[src/hw/rtl/icm_pkg.sv]
// Shared types, constants and helper functions of the IR frame code matcher.
// Used by icm_ctrl, icm_dp and the top level; depends on nothing.
package icm_pkg;

  localparam int unsigned TableDepth     = 256;
  localparam logic [31:0] RepeatWindowUs = 32'd1000000;
  localparam logic [2:0]  PhaseWrap      = 3'd4;
  localparam logic [1:0]  PhaseRestart   = 2'd2;

  localparam logic [1:0] StatusLoad = 2'd0;
  localparam logic [1:0] StatusKey  = 2'd1;
  localparam logic [1:0] StatusMiss = 2'd2;
  localparam logic [1:0] StatusHeld = 2'd3;

  localparam logic        OpLoad   = 1'b0;
  localparam logic        OpDecode = 1'b1;

  localparam logic [2:0] RegPreBits  = 3'd0;
  localparam logic [2:0] RegKeyBits  = 3'd1;
  localparam logic [2:0] RegPostBits = 3'd2;
  localparam logic [2:0] RegPrefix   = 3'd3;
  localparam logic [2:0] RegSuffix   = 3'd4;
  localparam logic [2:0] RegTogPos   = 3'd5;
  localparam logic [2:0] RegXorMask  = 3'd6;
  localparam logic [2:0] RegReverse  = 3'd7;

  typedef struct packed {
    logic [5:0]  pre_bits;
    logic [6:0]  key_bits;
    logic [5:0]  post_bits;
    logic [31:0] prefix;
    logic [31:0] suffix;
    logic [6:0]  tog_pos;
    logic [63:0] xor_mask;
    logic        reverse;
  } cfg_t;

  typedef struct packed {
    logic load;
    logic capture;
    logic prep;
    logic scan_start;
    logic scan_step;
    logic finish;
    logic out_load;
  } cmd_t;

  typedef struct packed {
    logic pre_ok;
    logic hit;
    logic last;
  } stat_t;

  function automatic logic [63:0] low_mask(input logic [7:0] n);
    logic [63:0] m;
    m = (n >= 8'd64) ? '1 : ((64'd1 << n[5:0]) - 64'd1);
    return m;
  endfunction

  function automatic logic [63:0] shl64(input logic [63:0] x, input logic [7:0] n);
    logic [63:0] r;
    r = (n >= 8'd64) ? 64'd0 : (x << n[5:0]);
    return r;
  endfunction

  function automatic logic [63:0] shr64(input logic [63:0] x, input logic [7:0] n);
    logic [63:0] r;
    r = (n >= 8'd64) ? 64'd0 : (x >> n[5:0]);
    return r;
  endfunction

  function automatic logic [63:0] bitrev64(input logic [63:0] x);
    logic [63:0] r;
    for (int i = 0; i < 64; i++) begin
      r[i] = x[63-i];
    end
    return r;
  endfunction

endpackage

[src/hw/rtl/icm_ctrl.sv]
// Sequencing state machine of the IR frame code matcher.
// Depends on icm_pkg; drives the datapath through icm_pkg::cmd_t.
module icm_ctrl (
  input  logic          clk_i,
  input  logic          rst_ni,
  input  logic          in_valid_i,
  input  logic          in_op_i,
  output logic          in_ready_o,
  output logic          out_valid_o,
  input  logic          out_ready_i,
  input  icm_pkg::stat_t stat_i,
  output icm_pkg::cmd_t  cmd_o
);
  localparam logic [2:0] StIdle  = 3'd0;
  localparam logic [2:0] StPrep  = 3'd1;
  localparam logic [2:0] StCheck = 3'd2;
  localparam logic [2:0] StScan  = 3'd3;
  localparam logic [2:0] StFin   = 3'd4;
  localparam logic [2:0] StRes   = 3'd5;

  logic [2:0] state_q, state_d;
  logic       out_valid_q, out_valid_d;

  always_comb begin
    state_d     = state_q;
    cmd_o       = '0;
    out_valid_d = out_valid_q;
    if (out_valid_q && out_ready_i) begin
      out_valid_d = 1'b0;
    end
    case (state_q)
      StIdle: begin
        if (in_valid_i) begin
          if (in_op_i == icm_pkg::OpLoad) begin
            cmd_o.load = 1'b1;
            state_d    = StRes;
          end else begin
            cmd_o.capture = 1'b1;
            state_d       = StPrep;
          end
        end
      end
      StPrep: begin
        cmd_o.prep = 1'b1;
        state_d    = StCheck;
      end
      StCheck: begin
        if (stat_i.pre_ok) begin
          cmd_o.scan_start = 1'b1;
          state_d          = StScan;
        end else begin
          state_d = StFin;
        end
      end
      StScan: begin
        cmd_o.scan_step = 1'b1;
        if (stat_i.hit || stat_i.last) begin
          state_d = StFin;
        end
      end
      StFin: begin
        cmd_o.finish = 1'b1;
        state_d      = StRes;
      end
      StRes: begin
        // The result register is free, or its transfer completes this cycle.
        if (!out_valid_q || out_ready_i) begin
          cmd_o.out_load = 1'b1;
          out_valid_d    = 1'b1;
          state_d        = StIdle;
        end
      end
      default: state_d = StIdle;
    endcase
  end

  always_ff @(posedge clk_i or negedge rst_ni) begin
    if (!rst_ni) begin
      state_q     <= StIdle;
      out_valid_q <= 1'b0;
    end else begin
      state_q     <= state_d;
      out_valid_q <= out_valid_d;
    end
  end

  assign in_ready_o  = (state_q == StIdle);
  assign out_valid_o = out_valid_q;
endmodule

[config.mk]
export PLATFORM = sky130hd
export DESIGN_NAME = icm_ctrl
export DESIGN_NICKNAME = d
export VERILOG_FILES = /design/src/hw/rtl/icm_pkg.sv /design/src/hw/rtl/icm_ctrl.sv
export SDC_FILE = /design/constraint.sdc
export NUM_CORES = 1
export LEC_CHECK = 0
export BUFFER_PORTS_ARGS = -buffer_cell sky130_fd_sc_hd__buf_4
export CAP_MARGIN = 20
export CORE_AREA = 5 5 42 44
export DETAILED_ROUTE_END_ITERATION = 12
export DIE_AREA = 0 0 47 49
export GPL_TIMING_DRIVEN = 0
export PLACE_DENSITY_LB_ADDON = 0.2
export SLEW_MARGIN = 20
export SYNTH_ARGS = -nofsm -noshare
export SYNTH_HDL_FRONTEND = slang
export SYNTH_SLANG_ARGS = --single-unit
export TNS_END_PERCENT = 5
[constraint.sdc]
create_clock -name clk_i -period 1.1 [get_ports clk_i]
set_input_delay 0.11 -clock clk_i [delete_from_list [all_inputs] [get_ports clk_i]]
set_output_delay 0.11 -clock clk_i [all_outputs]
set_load 0.01 [all_outputs]
[Yosys cells after proc, flatten, opt, wreduce, memory -nomap -nowiden]
Cells that the tools add are included.
Word-level totals
  flip-flop bits (word level): 4
  bits of input ports: 8
  output and inout bits: 9
  logic and storage cells: 36
Operators by class
  eq/ne operators: 8
  mux-type cells: 20
  reductions and logical operators: 6
Operators by type and width (number)
  one-hot mux 3 bit (6 select lines): 1
  two-way mux 3 bit: 5
  two-way mux 1 bit: 12
  equality test 3 x 2 -> 1 bit (second input constant): 2
  equality test 3 bit (second input constant): 2
  != test 2 bit (second input constant): 3
  two-way mux 2 bit: 2
  equality test 3 x 1 -> 1 bit (second input constant): 1
  logical NOT 3 bit: 1
  AND reduction 3 bit: 1
  logical OR 1 bit: 2
  logical AND 1 bit: 1
  logical NOT 1 bit: 1

[Longest topological paths before layout]
Gate-level depths: netlist of the first run.
  depth in word-level cells: 4
  gate-level depth with buffers: 4
  gate-level depth less buffers: 4

[Worst setup path before layout of the first run]
Ideal clock, no wire load.
  kind: register to register
  from: reg state_q[0]
  to: reg state_q[2]
  library setup time: 0.066 ns
  arrival: 1.117 ns
  data required time: 1.034 ns
  path slack: -0.083 ns
  cell stages (with the launch flop): 5
  buffers on the path: 1
  period minus slack after synthesis: 1.183 ns
  cell sequence: dfrtp_1 buf_6 nor3_2 and3_2 a221o_1
On the way
  word-level cells in the longest chain between the ends: 3
  elaborated cells on any way between the ends: 11
  those cells by class: 8 x eq/ne; 1 x mux; 2 x reduce/logical
RTL lines
  start, declared: RTL line icm_ctrl.sv:21  | logic [2:0] state_q, state_d;
  start signal, assigned: RTL line icm_ctrl.sv:79  | state_q <= StIdle;
  start signal, assigned: RTL line icm_ctrl.sv:82  | state_q <= state_d;
  logical NOT 3 bit (*)
  via in_ready_o: RTL line icm_ctrl.sv:8  | output logic in_ready_o,
  != test 2 bit (no line)
  AND reduction 3 bit (no line)
The timed path passes the listed nets; every way through them passes the cells marked *.
A chain may end at the register's enable or synchronous reset.

==> reports/qor.txt, run 1 <==
Top delay family on crit path: flip-flops
synthesized-area fraction occupied by adder cells: 0%
Root Driver: clkbuf_4
antenna violations before repair: 0
critical path arrival: 1.22 ns
DIE AREA: 2300 sq um
leading area contributor after synthesis: dfrtp_1
ratio of cells with drive above 1 in the final layout: 58.1%
YS warnings: 0
Max Fanout on Critical Path: 5
Switching Share: 37.1%
sequential share of the synthesized area: 31.0%
die height: 49 um
Max VDD drop: 0.887 mV
vias: 358
Synth cell types: 22
period utilization: 121%
initial DRC count: 4
min cycle time layout: 1.33 ns
pin slew with the least headroom to its limit: 0.262 ns
wirelength, routed: 848 um
pin count of the biggest net entering global routing: 11
Critical Path Slowest Stage Cell: dfrtp_1
TritonRoute pass-1 iters: 3
Hold Path Class: in -> reg
Max-Cap Viols: 0
EDFF count, synth: 0
CTS tree: yes
per-cell routed wire length: 10.9 um
Clk pwr share: 11.6%
Seq pwr share: 18.3%
setup ws final: -0.230 ns
status: complete, but fails checks
final hold slack: 0.200 ns
Post-Synth XOR/XNOR Area: 0%
asr flop ratio synth: 100%
Synth top cells by count: dfrtp_1 (4), nor2_1 (4), inv_1 (3)
startpoint types: flip-flop
drt drc: 0
ANT cells: 0
Avg Vias per Cell: 4.59
Final nets: 72
grt total ovfl: 0
achievable clock frequency: 0.752 GHz
Setup Crit Path Kind: reg -> out
Net Switching: 0.551 mW
Reg clk slew, reported paths: 0.04 ns
input/output buffers: 16
post-route cell area: 572 sq um
placer congestion estimate: 0.717
syn_nets: 45
RSZ-0062 raised after global routing: true
Cell Rows: 14
top_reg_cell synth: dfrtp_1
Crit. End Element: primary output
worst skew pair latency: 0.23 ns
num ports: 17
DP Area: 469 sq um
internal power: 0.932 mW
Num CTS Buffers: 3
post-synthesis compound-gate area fraction: 17.1%
H-tree levels: 1
final hold violations: 0
required time of the critical path: 0.99 ns
Mapped Cells: 37
cell chain of the critical path: buf_6, nand2b_4, and2b_1, buf_6
post-synth top area share: 31.0%
global-route wire length before repair: 1.51 mm
TritonCTS sink count: 4
Detail Route Antenna Nets: 0
combinational power share: 70.1%
Area contributors post-synth: dfrtp_1 (31%), buf_6 (7.0%), and2b_1 (4.7%)
DIE WIDTH: 47 um
area share of and/or/nand/nor cells after synthesis: 35.7%
Mapped Area: 323 sq um
Slew headroom: 82.5%
Synth Register Bits: 4
main combinational cell family by area after synthesis: simple AND/OR/NAND/NOR gates
final setup fails: 10
hpwl dp: 614 um
Global Route Usage Sum: 8.96%
pwr/cell area: 2590 nW/um^2
vias in the first global route: 404
CP dominant cell by count: buf_6
skew final: 0.00212 ns
max-slew violations: 0
CP max stage delay: 0.40 ns
Starting Density: 23.0%
CORE AREA: 1400 sq um
post-synthesis mux area share: 3.49%
Buf/Inv on CP: 2
failing checks: negative setup slack
Layout area overhead: 77.1%
Leak: 0.283 nW
clock tree buffer depth: 2
Mean Syn Cell Area: 8.72 sq um
-- registers in the layout, summed over array words and instances (netlist names) --
register     count
state_q          3
out_valid_o      1
-- power groups by stage --
stage               Clock, mW  Combinational [mW]  Sequential [mW]
detailed placement          0               0.836            0.270
CTS                     0.181                1.03            0.273
finish                  0.172                1.04            0.271
global placement            0               0.847            0.267
floorplan                   0               0.554            0.275
global route            0.193                1.12            0.279
-- logic make-up after synthesis --
family,count (synthesis)
compound gates,8
simple gates,18
buf+inv,6
flops,4
mux,1
-- worst reg2reg max path, stage by stage, from the launching register on --
cell and delay [ns]:
dfrtp_1 0.40, buf_6 0.14, buf_4 0.15, a21oi_2 0.09, o32ai_1 0.08, a221o_1 0.29
-- final cells by class --
class | instances | area (sq um)
multi-input combinational | 27 | 209
tap | 16 | 20.0
inverter | 3 | 11.3
clock buffer | 3 | 22.5
timing repair buffer | 22 | 175
fill | 156 | 830
buffer | 3 | 33.8
sequential | 4 | 100
-- cells in the final DEF (no fill, tap or decap) --
| cell type | Yosys | layout |
|---|---|---|
| nor3b_1 | 1 | 1 |
| nor2_2 | 0 | 2 |
| dfrtp_1 | 4 | 4 |
| dlygate4sd3_1 | 0 | 1 |
| o32ai_1 | 1 | 1 |
| nor3_4 | 0 | 1 |
| buf_6 | 2 | 5 |
| nor2_1 | 4 | 2 |
| and2b_1 | 2 | 2 |
| nor2b_1 | 1 | 1 |
| buf_4 | 1 | 19 |
| nand2b_4 | 1 | 1 |
| nor3_2 | 1 | 1 |
| o22ai_1 | 2 | 2 |
| a221o_1 | 1 | 1 |
| o21ai_0 | 1 | 1 |
| inv_1 | 3 | 3 |
| a311oi_1 | 1 | 1 |
| nand2_1 | 2 | 2 |
| or2_1 | 2 | 2 |
| a21oi_1 | 2 | 1 |
| mux2_2 | 1 | 1 |
| clkbuf_4 | 0 | 3 |
| nand3b_1 | 1 | 1 |
| a21oi_2 | 0 | 1 |
| and3_4 | 0 | 2 |
-- repair_timing --
| action | CTS | global route |
|---|---|---|
| hold buffers | 1 | 0 |
| buffers inserted | 5 | 0 |
| resized for setup | 7 | 2 |
| pin swaps | 2 | 1 |
| endpoints found under the hold margin | 4 | 0 |
| setup endpoints to repair | 10 | 11 |
-- per-stage QoR --
| stage | setup TNS (ns) | std cells | power [mW] | util [%] | setup slack, ns |
|---|---|---|---|---|---|
| floorplan | -0.0455 | 37 | 0.829 | - | -0.0455 |
| global placement | -0.284 | 69 | 1.11 | 33.5 | -0.117 |
| detailed placement | -0.266 | 69 | 1.11 | 33.5 | -0.0966 |
| CTS | -1.80 | 78 | 1.48 | 40.4 | -0.226 |
| global route | -2.27 | 78 | 1.59 | 40.8 | -0.285 |
| finish | -1.70 | 78 | 1.48 | 40.8 | -0.230 |
-- metal layers --
layer  share of wire [%]  GRT usage (%)  up-vias
li1                    -              -      181
met1                  41           9.96      167
met2                  54           14.0        8
met3                 2.6           1.85        2
met4                 1.7           6.91        0
met5                   0              0        -
-- path summary, 6_finish.rpt --
check	start	endpoint	slack, ns	cells after the start
max reg2reg	state_q[2]	state_q[2]	-0.18	5
min reg2reg	state_q[0]	state_q[1]	0.60	2
max in group asynchronous	rst_ni	state_q[2]	0.79	2
min	stat_i[1]	state_q[1]	0.20	3
max	state_q[2]	cmd_o[3]	-0.23	4
min in group asynchronous	rst_ni	state_q[1]	0.21	2
Note: power is estimated with default switching activity, not from simulation.
==> run 2, diff against run 1 <==
--- a/config.mk
+++ b/config.mk
@@ -5,11 +5,14 @@
 export SDC_FILE = /design/constraint.sdc
 export NUM_CORES = 1
 export LEC_CHECK = 0
+export ABC_AREA = 1
+export ABC_CLOCK_PERIOD_IN_PS = 1100
 export BUFFER_PORTS_ARGS = -buffer_cell sky130_fd_sc_hd__buf_4
 export CAP_MARGIN = 20
 export CORE_AREA = 5 5 42 44
 export DETAILED_ROUTE_END_ITERATION = 12
 export DIE_AREA = 0 0 47 49
+export GPL_ROUTABILITY_DRIVEN = 0
 export GPL_TIMING_DRIVEN = 0
 export PLACE_DENSITY_LB_ADDON = 0.2
 export SLEW_MARGIN = 20
==> run 2 against run 1 <==
  * The run still ends with negative setup slack left
  * Combinational power down 20%
  * First-iteration DRC count grew 75%
  * Via count is 1.4% higher
  * Clock skew hardly changed
  * Count of clock-buffer cells in the layout unchanged
  * Core utilization down 2.3 points
  * Die area is the same
  * Sequential power is 30% higher
  * Clock power grew 2%
  * Wire length decreased by 4.5%
  * Sequential cell count unchanged
  * Largest cell class unchanged
==> reports/qor.txt, run 2 <==
status: complete, but fails checks
failing checks: negative setup slack
most common cell after layout, fill and taps aside: buf_4
Mapped Cells: 45 (+22%)
Post-Layout Cell Count: 87 (+12%)
Global Route Usage Sum: 7.92% (-1.0 points)
asr flop ratio synth: 100% (unchanged)
RSZ-0062 raised after global routing: true
pwr/cell area: 2520 nW/um^2 (-2.8%)
hpwl dp: 598 um (-2.6%)
Final nets: 81 (+13%)
Reg-to-Reg Start: state_q[0]
vias in the first global route: 338 (-16%)
Max Fanout on Critical Path: 5 (unchanged)
register with the most flip-flops: state_q
Setup Crit Path Kind: reg -> out
Max VDD drop: 0.778 mV (-12%)
Layout area overhead: 94.1%
hold_sp: stat_i[1]
startpoint types: flip-flop
pin slew with the least headroom to its limit: 0.169 ns (-0.0932 ns)
period utilization: 112% (-8.5 points)
top_reg_cell synth: dfrtp_1
post-synth top area share: 36.0% (+5.0 points)
cell chain of the critical path: nor2_4, nand2_2, nor3_2, buf_4
final setup fails: 10 (unchanged)
Starting Density: 19.8% (-3.2 points)
Hold Path Sink: state_q[1]
final hold violations: 0 (unchanged)
Placed Cells: 77 (+12%)
RR Endpoint: state_q[2]
CTS tree: yes
Reg clk slew, reported paths: 0.04 ns (about the same)
min cycle time layout: 1.24 ns (-0.0931 ns)
Synth top cells by count: inv_1 (10), nand2_1 (10), nor2_1 (7), dfrtp_1 (4), nor3_1 (4)
Max-Cap Viols: 0 (unchanged)
Synth Register Bits: 4 (unchanged)
TritonRoute pass-1 iters: 2 (-1)
max-slew violations: 0 (unchanged)
worst-case reg-to-reg path depth: 7 (+2)
vias: 363 (+1.4%)
die height: 49 um (unchanged)
initial DRC count: 7 (+3)
DIE AREA: 2300 sq um (unchanged)
Slew headroom: 88.7% (+6.2 points)
drt drc: 0 (unchanged)
pin count of the biggest net entering global routing: 7 (-4)
Synth cell types: 13 (-41%)
Leak: 0.306 nW (+7.8%)
ratio of cells with drive above 1 in the final layout: 57.7% (-0.32 points)
setup ws final: -0.137 ns (+0.0931 ns)
DIE WIDTH: 47 um (unchanged)
num ports: 17 (unchanged)
grt total ovfl: 0 (unchanged)
H-tree levels: 1 (unchanged)
CORE AREA: 1400 sq um (unchanged)
Root Driver: clkbuf_4
global-route wire length before repair: 1.35 mm (-11%)
Buf/Inv on CP: 1 (-1)
antenna violations before repair: 0 (unchanged)
max reg flops: 3 (unchanged)
skew final: 0.00200 ns (-0.000117 ns)
required time of the critical path: 0.99 ns (about the same)
Top delay family on crit path: flip-flops
EDFF count, synth: 0 (unchanged)
leading area contributor after synthesis: dfrtp_1
critical path arrival: 1.13 ns (-0.09 ns)
Crit. End Element: primary output
TritonCTS sink count: 4 (unchanged)
Cell Rows: 14 (unchanged)
post-route cell area: 539 sq um (-5.7%)
sequential share of the synthesized area: 36.0% (+5.0 points)
Power Total: 1.36 mW (-8.3%)
wirelength, routed: 810 um (-4.5%)
hold path depth: 4 (+1)
Hold Path Class: in -> reg
Area contributors post-synth: dfrtp_1 (36%), inv_1 (14%), nand2_1 (14%)
YS warnings: 0 (unchanged)
Mean Syn Cell Area: 6.17 sq um (-29%)
DP Area: 418 sq um (-11%)
Num CTS Buffers: 3 (unchanged)
syn_nets: 53 (+18%)
per-cell routed wire length: 9.31 um (-14%)
input/output buffers: 16 (unchanged)
Mapped Area: 278 sq um (-14%)
dpl ws: -0.0495 ns (+0.0471 ns)
most frequent cells in the layout: buf_4 (22), inv_1 (10), nand2_1 (9), nor2_1 (5), nor3_2 (4)
final core occ: 38.5% (-2.3 points)
Avg Vias per Cell: 4.17 (-9.1%)
worst skew pair latency: 0.23 ns (about the same)
achievable clock frequency: 0.808 GHz (+7.5%)
CP max stage delay: 0.44 ns (+0.04 ns)
clock tree buffer depth: 2 (unchanged)
ANT cells: 0 (unchanged)
Critical Path Slowest Stage Cell: dfrtp_2
R2R setup slack: -0.04 ns (+0.14 ns)
Detail Route Antenna Nets: 0 (unchanged)
[run 2: layer usage]
layer  vias to the layer above  global-route usage [%]  routed length [um]
li1                        189                       -                   -
met1                       162                    10.5                 342
met2                        12                    11.1                 415
met3                         0                    1.48                  52
met4                         0                    5.53                   0
met5                         -                       0                   0
[run 2: stage by stage]
stage,setup TNS [ns],hold slack [ns]
6_report,-0.843,0.164
5_1_grt,-1.65,0.190
4_1_cts,-0.792,0.152
3_5_place_dp,-0.0920,-0.0928
3_3_place_gp,-0.124,-0.0909
2_1_floorplan,0,-0.186
[run 2: logic make-up (layout without fill, tap and decap cells)]
group           after synthesis  in the layout  synth area share, %
simple gates                 26             26                 40.5
buf+inv                      11             37                 14.9
compound gates                4              4                 8.55
flops                         4              4                 36.0
[run 2: worst max-delay path by stage]
stage	from	endpoint	slack, ns	cells after the start
after floorplan	state_q[0]	cmd_o[5]	0.04	3
after global placement	state_q[1]	cmd_o[5]	-0.07	4
after detailed placement	state_q[0]	cmd_o[6]	-0.05	4
after CTS	state_q[1]	cmd_o[6]	-0.14	4
after global routing	state_q[0]	cmd_o[5]	-0.22	4
final	state_q[0]	cmd_o[6]	-0.14	4
[run 2: worst reg2reg max path, cell delays in order (launching register included)]
cell and delay [ns]:
dfrtp_2 0.44, nor2_4 0.14, buf_4 0.12, buf_4 0.10, o21ai_0 0.07, nand2_1 0.07
inv_1 0.04, o21ai_2 0.09
[run 2: final cells by class]
type                    count  area (sq um)
fillers                   156           862
repair buffers             23           175
flip-flops and latches      4           104
clock buffers               3          22.5
inverters                  11          43.8
multi-input cells          30           174
well taps                  16          20.0
[run 2: timing repair]
action | 4_1_cts | 5_1_grt
hold buffers | 1 | 0
setup buffers | 3 | 3
setup endpoints to repair | 8 | 11
cloned | 0 | 0
resized for setup | 11 | 2
pin swaps | 3 | 2
hold endpoints to repair | 4 | 0
[run 2: where the power goes]
part           leakage (nW)  switching (mW)  total [mW]  internal (mW)
combinational         0.245           0.401       0.830          0.429
sequential           0.0470           0.123       0.353          0.230
clock                0.0138          0.0546       0.176          0.122
==> run 3, diff against run 2 <==
--- a/config.mk
+++ b/config.mk
@@ -6,7 +6,7 @@
 export NUM_CORES = 1
 export LEC_CHECK = 0
 export ABC_AREA = 1
-export ABC_CLOCK_PERIOD_IN_PS = 1100
+export ABC_CLOCK_PERIOD_IN_PS = 1300
 export BUFFER_PORTS_ARGS = -buffer_cell sky130_fd_sc_hd__buf_4
 export CAP_MARGIN = 20
 export CORE_AREA = 5 5 42 44
==> constraint.sdc (replaced) <==
create_clock -name clk_i -period 1.3 [get_ports clk_i]
set_input_delay 0.13 -clock clk_i [delete_from_list [all_inputs] [get_ports clk_i]]
set_output_delay 0.13 -clock clk_i [all_outputs]
set_load 0.01 [all_outputs]
==> run 3 against run 2 <==
  * The flow still finishes with violations (negative setup slack)
  * Total power fell by 23%
  * Clock skew rose by 0.0024 ns
  * Global-route usage fell by 0.14 points
  * Sequential power fell by 18%
  * Largest power group unchanged
  * Final cell count fell by 4.6%
  * Sequential share of layout area rose by 1.4 points
  * Clock power fell by 11%
  * Core utilization fell by 3.1 points
  * Die area did not move
  * Wire length fell by 4.6%
  * First-iteration DRC count fell by 29%
==> reports/qor.txt, run 3 (same netlist as run 2, synthesis figures left out) <==
CP max stage delay: 0.44 ns (about the same)
wirelength, routed: 773 um (-4.6%)
Reg clk slew, reported paths: 0.04 ns (about the same)
register with the most flip-flops: state_q
CTS tree: yes
Layout area overhead: 78.4%
Detail Route Antenna Nets: 0 (unchanged)
Max Fanout on Critical Path: 5 (unchanged)
most frequent cells in the layout: buf_4 (18), inv_1 (10), nand2_1 (9), nor2_1 (6), clkbuf_4 (3)
Global Route Usage Sum: 7.78% (-0.14 points)
Num CTS Buffers: 3 (unchanged)
DP Area: 418 sq um (unchanged)
ANT cells: 0 (unchanged)
drt drc: 0 (unchanged)
pwr/cell area: 2110 nW/um^2 (-16%)
Placed Cells: 77 (unchanged)
TritonRoute pass-1 iters: 4 (+2)
H-tree levels: 1 (unchanged)
per-cell routed wire length: 9.31 um (about the same)
die height: 49 um (unchanged)
period utilization: 101%
number of fill cells: 162 (+3.8%)
Max VDD drop: 0.593 mV (-24%)
worst-case reg-to-reg path depth: 6 (-1)
cell chain of the critical path: nor2_4, nand2_2, nor3_1, buf_4
Max-Cap Viols: 0 (unchanged)
TritonCTS sink count: 4 (unchanged)
Leak: 0.284 nW (-6.9%)
grt total ovfl: 0 (unchanged)
pin slew with the least headroom to its limit: 0.214 ns (+0.0452 ns)
multi-input logic area: 161 sq um (-7.2%)
hpwl dp: 598 um (unchanged)
startpoint types: flip-flop
required time of the critical path: 1.17 ns (+0.18 ns)
critical path arrival: 1.18 ns (+0.05 ns)
GRT Max-Usage Layer: met2
Hold Path Class: in -> reg
M3 GR Usage: 1.48% (unchanged)
status: complete, but fails checks
post-route cell area: 495 sq um (-8.1%)
Slew headroom: 85.7% (-2.9 points)
input/output buffers: 16 (unchanged)
ratio of cells with drive above 1 in the final layout: 47.8% (-10 points)
most common cell after layout, fill and taps aside: buf_4
DIE AREA: 2300 sq um (unchanged)
GR Layer Usage met2: 10.4% (-0.68 points)
Avg Vias per Cell: 4.12 (-1.2%)
FF/Latch Area: 103 sq um (-1.2%)
skew final: 0.00440 ns (+0.00241 ns)
Cell Rows: 14 (unchanged)
Setup Crit Path Kind: reg -> out
met1 GRT Util: 10.0% (-0.45 points)
max reg flops: 3 (unchanged)
vias: 342 (-5.8%)
Final nets: 77 (-4.9%)
global-route wire length before repair: 1.27 mm (-5.7%)
max-slew violations: 0 (unchanged)
RSZ-0062 raised after global routing: true
setup ws final: -0.0125 ns (+0.124 ns)
CORE AREA: 1400 sq um (unchanged)
Critical Path Slowest Stage Cell: dfrtp_2
num ports: 17 (unchanged)
initial DRC count: 5 (-2)
dpl ws: 0.130 ns (+0.180 ns)
clock tree buffer depth: 2 (unchanged)
worst skew pair latency: 0.24 ns (about the same)
min cycle time layout: 1.31 ns
final hold violations: 0 (unchanged)
final core occ: 35.4% (-3.1 points)
DIE WIDTH: 47 um (unchanged)
Starting Density: 19.8% (unchanged)
hold path depth: 4 (unchanged)
vias in the first global route: 323 (-4.4%)
failing checks: negative setup slack
Root Driver: clkbuf_4
Crit. End Element: primary output
pin count of the biggest net entering global routing: 7 (unchanged)
final setup fails: 1 (-9)
antenna violations before repair: 0 (unchanged)
achievable clock frequency: 0.762 GHz
Post-Layout Cell Count: 83 (-4.6%)
## run 3: final timing paths
| path | from | to | slack [ns] |
|---|---|---|---|
| max reg2reg | state_q[1] | state_q[2] | 0.25 |
| max | state_q[1] | cmd_o[6] | -0.01 |
| min | out_ready_i | out_valid_o | 0.17 |
| min in group asynchronous | rst_ni | state_q[2] | 0.23 |
| max in group asynchronous | rst_ni | state_q[1] | 0.96 |
| min reg2reg | out_valid_o | out_valid_o | 0.53 |
## run 3: critical path: cells and delay by family (launching register included)
kind                   cells  cell delay, ns
buffers and inverters      1            0.15
DFF                        1            0.44
and+or+nand+nor            3            0.36
## run 3: per-stage QoR
step                      power (mW)  TNS [ns]  hold slack, ns
final                           1.04   -0.0125           0.172
after CTS                      0.985   -0.0268           0.172
after detailed placement       0.770         0         -0.0728
after global placement         0.770         0         -0.0709
after global routing            1.16    -0.307           0.202
after floorplan                0.549         0          -0.166
## run 3: cell type report
cell class | instances | share of cell area [%]
multi-input cells | 30 | 32.6
repair buffers | 19 | 29.3
flip-flops and latches | 4 | 20.7
inverters | 11 | 8.84
clock buffers | 3 | 4.55
well taps | 16 | 4.04
## run 3: report_power, final
part,switching (mW),leakage [nW],internal [mW],total (mW)
registers,0.0994,0.0481,0.191,0.290
logic,0.307,0.222,0.289,0.596
clock network,0.0535,0.0138,0.103,0.157
## run 3: timing repair
action | in CTS | in global routing
pin swaps | 1 | 0
hold endpoints to repair | 4 | 0
hold buffers | 1 | 0
buffers inserted | 2 | 0
endpoints found under the setup margin | 3 | 7
gates resized for setup | 2 | 7
## run 3: routing by layer
layer / wire length [um] / up-vias / part of all wire (%)
met5: 0 / - / 0
met4: 21 / 0 / 2.7
met3: 56 / 2 / 7.2
met2: 373 / 14 / 48
met1: 322 / 146 / 42
li1: - / 180 / -
